### config.mk
export PLATFORM = sky130hd
export DESIGN_NAME = smc_div
export DESIGN_NICKNAME = d
export VERILOG_FILES = /design/src/rtl/smc_pkg.sv /design/src/rtl/smc_div.sv
export SDC_FILE = /design/constraint.sdc
export NUM_CORES = 1
export LEC_CHECK = 0
export BUFFER_PORTS_ARGS = -buffer_cell sky130_fd_sc_hd__buf_2
export CAP_MARGIN = 20
export CELL_PAD_IN_SITES_DETAIL_PLACEMENT = 2
export CELL_PAD_IN_SITES_GLOBAL_PLACEMENT = 2
export CORE_MARGIN = 5
export CORE_UTILIZATION = 32
export DETAILED_ROUTE_END_ITERATION = 7
export PLACE_DENSITY = 0.77
export SLEW_MARGIN = 10
export SYNTH_ARGS = -nofsm -noshare
export SYNTH_HDL_FRONTEND = slang
export SYNTH_SLANG_ARGS = --single-unit
### constraint.sdc
create_clock -name clk -period 4.5 [get_ports clk]
set_clock_uncertainty 0.05 [all_clocks]
set_input_delay 0.675 -clock clk [delete_from_list [all_inputs] [get_ports clk]]
set_output_delay 0.675 -clock clk [all_outputs]
set_load 0.01 [all_outputs]
### src/rtl/smc_pkg.sv
// smc_pkg: shared constants for the stack machine core.
// Command codes, opcodes and fault codes. No dependencies.
package smc_pkg;

  localparam logic [1:0] CMD_LOAD    = 2'd0;
  localparam logic [1:0] CMD_EXEC    = 2'd1;
  localparam logic [1:0] CMD_RESTART = 2'd2;

  localparam logic [7:0] OP_HALT  = 8'd0;
  localparam logic [7:0] OP_PUSH  = 8'd1;
  localparam logic [7:0] OP_LOAD  = 8'd2;
  localparam logic [7:0] OP_STORE = 8'd3;
  localparam logic [7:0] OP_ADD   = 8'd4;
  localparam logic [7:0] OP_SUB   = 8'd5;
  localparam logic [7:0] OP_MUL   = 8'd6;
  localparam logic [7:0] OP_DIV   = 8'd7;
  localparam logic [7:0] OP_PRINT = 8'd8;
  localparam logic [7:0] OP_JZ    = 8'd9;
  localparam logic [7:0] OP_JMP   = 8'd10;

  localparam logic [1:0] FAULT_NONE   = 2'd0;
  localparam logic [1:0] FAULT_OPCODE = 2'd1;
  localparam logic [1:0] FAULT_DIV0   = 2'd2;

  typedef logic [31:0] word_t;

endpackage

### src/rtl/smc_div.sv
// smc_div: unsigned 32-bit restoring divider, one quotient bit per cycle.
// Depends on smc_pkg for the word type.
module smc_div import smc_pkg::*; (
  input  logic  clk,
  input  logic  rst,
  input  logic  start,
  input  word_t dividend,
  input  word_t divisor,
  output logic  done,
  output word_t quotient,
  output word_t remainder
);

  logic        busy;
  logic [4:0]  cnt;
  word_t       dvs;
  logic [32:0] shifted;
  logic [32:0] diff;

  assign shifted = {remainder, quotient[31]};
  assign diff    = shifted - {1'b0, dvs};

  always_ff @(posedge clk) begin
    if (rst) begin
      busy <= 1'b0;
      done <= 1'b0;
      cnt  <= '0;
    end else begin
      done <= 1'b0;
      if (start) begin
        busy      <= 1'b1;
        cnt       <= '0;
        remainder <= '0;
        quotient  <= dividend;
        dvs       <= divisor;
      end else if (busy) begin
        if (!diff[32]) begin
          remainder <= diff[31:0];
          quotient  <= {quotient[30:0], 1'b1};
        end else begin
          remainder <= shifted[31:0];
          quotient  <= {quotient[30:0], 1'b0};
        end
        cnt <= cnt + 5'd1;
        if (cnt == 5'd31) begin
          busy <= 1'b0;
          done <= 1'b1;
        end
      end
    end
  end

endmodule
==> results of run 1 <==
[how the worst max path moves through the flow]
| stage | depth (start not counted) | start | end | slack, ns |
|---|---|---|---|---|
| 2_1_floorplan | 4 | start | quotient[0]$_DFFE_PP_ | 0.06 |
| 3_3_place_gp | 13 | quotient[31]$_DFFE_PP_ | remainder[24]$_SDFFCE_PP0P_ | 1.07 |
| 3_5_place_dp | 13 | quotient[31]$_DFFE_PP_ | remainder[28]$_SDFFCE_PP0P_ | 0.96 |
| 4_1_cts | 13 | quotient[31]$_DFFE_PP_ | remainder[28]$_SDFFCE_PP0P_ | 0.93 |
| 5_1_grt | 13 | quotient[31]$_DFFE_PP_ | remainder[20]$_SDFFCE_PP0P_ | 0.67 |
| 6_report | 13 | quotient[31]$_DFFE_PP_ | remainder[28]$_SDFFCE_PP0P_ | 1.0 |
[registers in the layout, indices dropped and copies added (netlist names)]
signal     flops
quotient      32
cnt            5
dvs           32
busy           1
remainder     32
done           1
[placed cells by master (no fill, tap or decap), types with 2 or more instances in the layout]
cell type  instances
xnor2_1           15
mux2i_1           29
a211oi_1           2
inv_8              2
xor2_1            14
nand4_1            7
o2111ai_1          2
o21a_1             8
buf_2            131
clkinv_8           4
a21oi_1           33
or2_2              2
nor2_1            49
buf_4              3
nand2b_1           4
inv_1             37
nand2_1           29
o21ai_0           21
edfxtp_1          96
and3_1             3
nor2b_1            5
dfxtp_1            7
nor3_1             3
nor3b_1            3
a21boi_0           2
o31ai_1            2
a21o_1            11
mux2_2            31
ha_1              34
a31oi_1            4
nand3_1            2
o211ai_1           5
clkbuf_16          9
o21bai_1           3
[power groups by stage]
stage	logic (mW)	clock network (mW)	registers (mW)
2_1_floorplan	0.595	0	1.24
3_3_place_gp	0.823	0	1.23
3_5_place_dp	0.858	0	1.23
4_1_cts	0.868	0.863	1.21
5_1_grt	0.950	0.888	1.22
6_report	0.851	0.826	1.21
[cell type report]
| cell class | instances | area, um^2 |
|---|---|---|
| fill | 1929 | 10900 |
| clock buffer | 9 | 225 |
| tap | 229 | 287 |
| sequential | 103 | 3020 |
| timing repair buffer | 135 | 698 |
| inverter | 37 | 139 |
| multi-input combinational | 346 | 2620 |
| clock inverter | 7 | 95.1 |
[per-layer routing]
layer	wire length [um]	global-route usage, %
met1	6950	18.3
met2	8120	27.0
met3	1120	5.79
met4	283	4.43
met5	19	0
[through the flow]
step                setup WS, ns  util, %  instance area [um^2]
floorplan                 0.0609        -                  5880
global placement            1.07     37.5                  6770
detailed placement         0.956     37.5                  6770
CTS                        0.928     39.3                  7090
global route               0.673     39.3                  7090
finish                     0.999     39.3                  7090
[worst max-delay path, delay by kind of cell, from the launching register on]
kind                     cells  cell delay [ns]
buffers and inverters        2             0.38
multiplexers                 1             0.25
XOR/XNOR                     1             0.17
AND/OR/NAND/NOR              3             0.37
AO/OA/AOI/OAI                4             1.05
adder cells (fa/ha/maj)      2             0.61
flip-flops                   1             0.34
[cells by family after synthesis]
logic type,Yosys count
adder cells (fa/ha/maj),35
AO/OA/AOI/OAI,104
XOR/XNOR,30
multiplexers,60
buffers and inverters,60
AND/OR/NAND/NOR,117
flip-flops,103
==> flow_metrics.tcl, run 1 <==
set metrics [dict create \
    tns_ns 0 \
    synth_top_cells_by_count "edfxtp_1, nor2_1, inv_1, ha_1, a21oi_1" \
    htreeDepth 3 \
    die_area_um2 21200 \
    intPower_mw 1.92 \
    fmax_mhz 286 \
    min_path_type "in -> reg" \
    start_util_pct 32.6 \
    synth_most_common_cell "edfxtp_1" \
    grt_use_total_pct 15.6 \
    synth-edff-count 96 \
    critPathCaptureType "register" \
    critical_path_class "reg -> reg" \
    syn_area_um2 5880 \
    hold_depth 1 \
    vias 4366 \
    muxShareOfSynthArea_pct 10.9 \
    grt_max_degree 65 \
    cts_sinks 103 \
    power_density_nw_per_um2 407 \
    pwr-share-comb_pct 29.5 \
    drive_above_1_share_pct 30.9 \
    r2r_cells 13 \
    min_period_ns 3.50 \
    synth_ff_type "edfxtp_1" \
    slew_violations 0 \
    gp_congestion 0.795 \
    finalCritPeriodShare_pct 77.8 \
    relSlewSlack_pct 32.4 \
    rrSetupSlack_ns 1.0 \
    drt_first_pass_iters 4 \
    clkLatencyLatePin_ns 0.37 \
    peakVddDrop_mv 0.239 \
    via_per_inst 5.04 \
    worst_pin_slew_ns 1.01 \
    synth-simple-area-share_pct 9.45 \
    synth_warnings 0 \
    die_x_um 146 \
    cp_max_fo 19 \
    rows 49 \
    grt_pass1_wl_um 27100 \
    wl_per_cell_um 19.0 \
    power_frac_seq_pct 41.9 \
    netlist.area_leader.share_pct 49.0 \
    synthCells 509 \
    synth_top_family_by_area "compound AO/OA/AOI/OAI gates" \
    hold_path.startpoint "divisor[28]" \
    whs_ns 0.437 \
    synth_compound_area_share_pct 11.6 \
    synth_top_area_cell "edfxtp_1" \
    route.final.wire_length_um 16500 \
    area_delta_synth_final_pct 20.5 \
    dieHeight_um 146 \
    cap_violations 0 \
    grt_setup_unrepaired "no" \
    hold-path-endpoint "dvs[28]$_DFFE_PP_" \
    drc_errors 0 \
    syn_nets 611 \
    syn_avg_cell_area_um2 11.6 \
    synth.distinct_cells 55 \
    coreArea_um2 18000 \
    critPathRequiredTime_ns 4.53 \
    clockBufferDepth 2 \
    crit_path_max_incr_delay_ns 0.40 \
    clockRootBuffer "clkbuf_16" \
    diodes 0 \
    portBuffers 131 \
    hpwlAfterDp_um 12600 \
    p_switching_uw 966 \
    synth_fa_ha_area_share_pct 7.57 \
    synth_seq_cells 103 \
    dp_cells 850 \
    async_flop_share_pct 0 \
    clkTransAtPathRegs_ns 0.08 \
    cts_buffers 9 \
    reg2reg_to "remainder[28]$_SDFFCE_PP0P_" \
    cts_resized 0 \
    path_cells "inv_1 > ha_1 > fa_1 > nand2b_1 > a21oi_1 > nor4b_1 > o211ai_2 > a31oi_2 > o31ai_4 > xor2_4 > buf_4 > mux2i_1 > nor2_1" \
    first_global_vias 5091 \
    cp_slowest_cell "fa_1" \
    antenna_found_initial 2 \
    drtIter0Drc 171 \
    grt_overflow 0 \
    cts_tree "built" \
    io_pins 132 \
    netlist_top_cells_area "edfxtp_1, ha_1, mux2_2" \
    reg2reg_from "quotient[31]$_DFFE_PP_" \
    worstPathArrival_ns 3.53 \
    power_frac_clock_pct 28.6 \
    status "completed" \
    setup_viol 0 \
    synth-xor-area-share_pct 4.79 \
    post-cts-setup-buffers 0 \
    antenna_left 0 \
    stdcell_count 866 \
    ys_seq_area_share_pct 51.4 \
    cts_hold_buf 0 \
    critPathLaunchType "register" \
    p_total_mw 2.89 \
    switching_share_pct 33.5 \
    fin_nets 734 \
    hold_viol 0 \
    leakagePower_nw 3.02 \
]
No activity file was read; power rests on OpenSTA's default activity.
==> run 2: changes to the inputs <==
clock period = 3.2 ns   (was 4.5 ns; I/O delays follow)
==> run 2 against run 1 <==
Against the previous run: routed wire length rose by 8.6%; the run now ends with negative setup slack left; flip-flop and latch count unchanged; die area stayed put; first-iteration DRC count is 11% higher; via count is 5.3% higher; sequential share of layout area decreased by 2.7 points; core utilization is 2.7 points higher; non-clock buffer count increased by 46; worst hold slack got worse by 0.20 ns; design area increased by 6.8%; register-to-register slack worse by 1.0 ns; clock power up 49%.
==> flow_metrics.tcl, run 2 (synthesis gave the netlist of run 1 again) <==
set metrics [dict create \
    finalCritPeriodShare_pct 101 \
    hold_depth 1 \
    htreeDepth 3 \
    clkTransAtPathRegs_ns 0.08 \
    path_cells "ha_4 > buf_6 > a21oi_4 > buf_6 > a2111oi_4 > o21ai_2 > o211ai_2 > a31oi_4 > o31ai_4 > xor2_4 > buf_12 > mux2i_1 > nor2_1" \
    vias 4596 \
    rrSetupSlack_ns -0.02 \
    reg2reg_from "remainder[10]$_SDFFCE_PP0P_" \
    area_delta_synth_final_pct 28.7 \
    critPathRequiredTime_ns 3.25 \
    io_pins 132 \
    drtIter0Drc 190 \
    clockBufferDepth 2 \
    gp_congestion 0.815 \
    largestRegisters "dvs (32), quotient (32), remainder (32)" \
    fin_nets 780 \
    worstSetupPathDepth 13 \
    cts_tree "built" \
    antenna_found_initial 2 \
    wl_per_cell_um 19.6 \
    critical_path_class "reg -> reg" \
    reg2reg_to "remainder[10]$_SDFFCE_PP0P_" \
    path_buf_inv 3 \
    leakagePower_nw 3.27 \
    power_frac_clock_pct 28.2 \
    power_frac_seq_pct 39.1 \
    clkLatencyLatePin_ns 0.37 \
    intPower_mw 2.91 \
    min_period_ns 3.22 \
    worstPathArrival_ns 3.27 \
    relSlewSlack_pct 66.0 \
    clockRootBuffer "clkbuf_16" \
    pwr-share-comb_pct 32.7 \
    fmax_mhz 311 \
    cap_violations 0 \
    via_per_inst 5.04 \
    dieHeight_um 146 \
    coreArea_um2 18000 \
    peakVddDrop_mv 0.281 \
    r2r_cells 13 \
    postLayoutCoreUtil_pct 42.0 \
    hpwlAfterDp_um 13600 \
    cp_slowest_cell "edfxtp_1" \
    switching_share_pct 33.1 \
    min_path_type "in -> reg" \
    timing.critical_path.mode_cell "buf_6" \
    rows 49 \
    grt_setup_unrepaired "yes" \
    hold-path-endpoint "dvs[1]$_DFFE_PP_" \
    slew_violations 0 \
    first_global_vias 5312 \
    place_area_um2 7070 \
    antenna_left 0 \
    status "finished, violations left" \
    die_area_um2 21200 \
    portBuffers 131 \
    grt_pass1_wl_um 28900 \
    die_x_um 146 \
    diodes 0 \
    grt_overflow 0 \
    crit_family "compound AO/OA/AOI/OAI gates" \
    start_util_pct 32.6 \
    grt_use_total_pct 17.0 \
    critPathCaptureType "register" \
    p_total_mw 4.35 \
    cp_max_fo 9 \
    hold_path.startpoint "divisor[1]" \
    critPathLaunchType "register" \
    final_common_cell "buf_2" \
    drt_first_pass_iters 4 \
    hold_viol 0 \
    cts_sinks 103 \
    drc_errors 0 \
    cts_buffers 9 \
    route.final.wire_length_um 17900 \
    stdcell_area_um2 7570 \
    worst_pin_slew_ns 0.510 \
    violations "negative setup slack" \
    drive_above_1_share_pct 37.5 \
    place_ws_ns -0.161 \
    layout_common_cells "buf_2, edfxtp_1, nor2_1, buf_4, inv_1" \
    setup_viol 5 \
    p_switching_mw 1.44 \
    finalWorstSetupSlack_ns -0.0179 \
    power_density_nw_per_um2 574 \
    crit_path_max_incr_delay_ns 0.44 \
    grt_max_degree 35 \
]
-- run 2: changes by cell type in the layout (fill, tap and decap cells not counted), sizes merged --
cell / delta
buf: +46
bufinv: +1
clkinv: -2
clkinvlp: -1
inv: +2
-- run 2: worst max path at each step --
stage                           startpoint                     endpoint  slack [ns]
6_report       remainder[10]$_SDFFCE_PP0P_  remainder[10]$_SDFFCE_PP0P_       -0.02
4_1_cts        remainder[10]$_SDFFCE_PP0P_  remainder[17]$_SDFFCE_PP0P_       -0.05
3_5_place_dp   remainder[10]$_SDFFCE_PP0P_  remainder[11]$_SDFFCE_PP0P_       -0.16
3_3_place_gp        quotient[31]$_DFFE_PP_   remainder[1]$_SDFFCE_PP0P_      -0.008
2_1_floorplan                        start        quotient[0]$_DFFE_PP_        0.02
5_1_grt        remainder[10]$_SDFFCE_PP0P_  remainder[10]$_SDFFCE_PP0P_       -0.19
-- run 2: power by group through the flow --
stage / Sequential, mW / Clock (mW) / Combinational (mW)
after global placement: 1.72 / 0 / 1.28
after global routing: 1.72 / 1.31 / 1.57
after floorplan: 1.74 / 0 / 0.839
final: 1.70 / 1.23 / 1.42
after detailed placement: 1.73 / 0 / 1.34
after CTS: 1.70 / 1.26 / 1.45
-- run 2: metal layers --
layer  global-route usage [%]  vias to the layer above  part of all wire [%]
li1                         -                     2182                     -
met1                     19.3                     2267                    41
met2                     30.3                      118                    51
met3                     5.64                       25                   6.0
met4                     4.85                        4                   1.7
met5                        0                        -                  0.15
-- run 2: repair_timing --
action,CTS,global route
endpoints found under the setup margin,33,33
resized for setup,12,10
pin swaps,11,6
hold buffers,0,0
setup buffers,5,3
gates cloned,1,0
-- run 2: metrics by stage --
stage | setup TNS [ns] | std cells | hold slack, ns
after floorplan | 0 | 509 | 0.417
after global routing | -4.63 | 912 | 0.220
final | -0.0722 | 912 | 0.234
after global placement | -0.0120 | 888 | 0.430
after detailed placement | -3.98 | 888 | 0.480
after CTS | -0.471 | 910 | 0.222
-- run 2: cell type report --
cell class | instances | area [um^2]
Fill cell | 1914 | 10500
Sequential cell | 103 | 3020
Multi-Input combinational cell | 346 | 2730
Timing Repair Buffer | 181 | 1070
Tap cell | 229 | 287
Clock buffer | 9 | 225
Inverter | 37 | 139
Clock inverter | 7 | 97.6
-- run 2: worst register-to-register path, cell delays in order (launching register included) --
cell	delay, ns
edfxtp_1	0.44
ha_4	0.30
buf_6	0.09
a21oi_4	0.05
buf_6	0.12
a2111oi_4	0.33
o21ai_2	0.11
o211ai_2	0.23
a31oi_4	0.14
o31ai_4	0.33
xor2_4	0.27
buf_12	0.19
mux2i_1	0.24
nor2_1	0.08
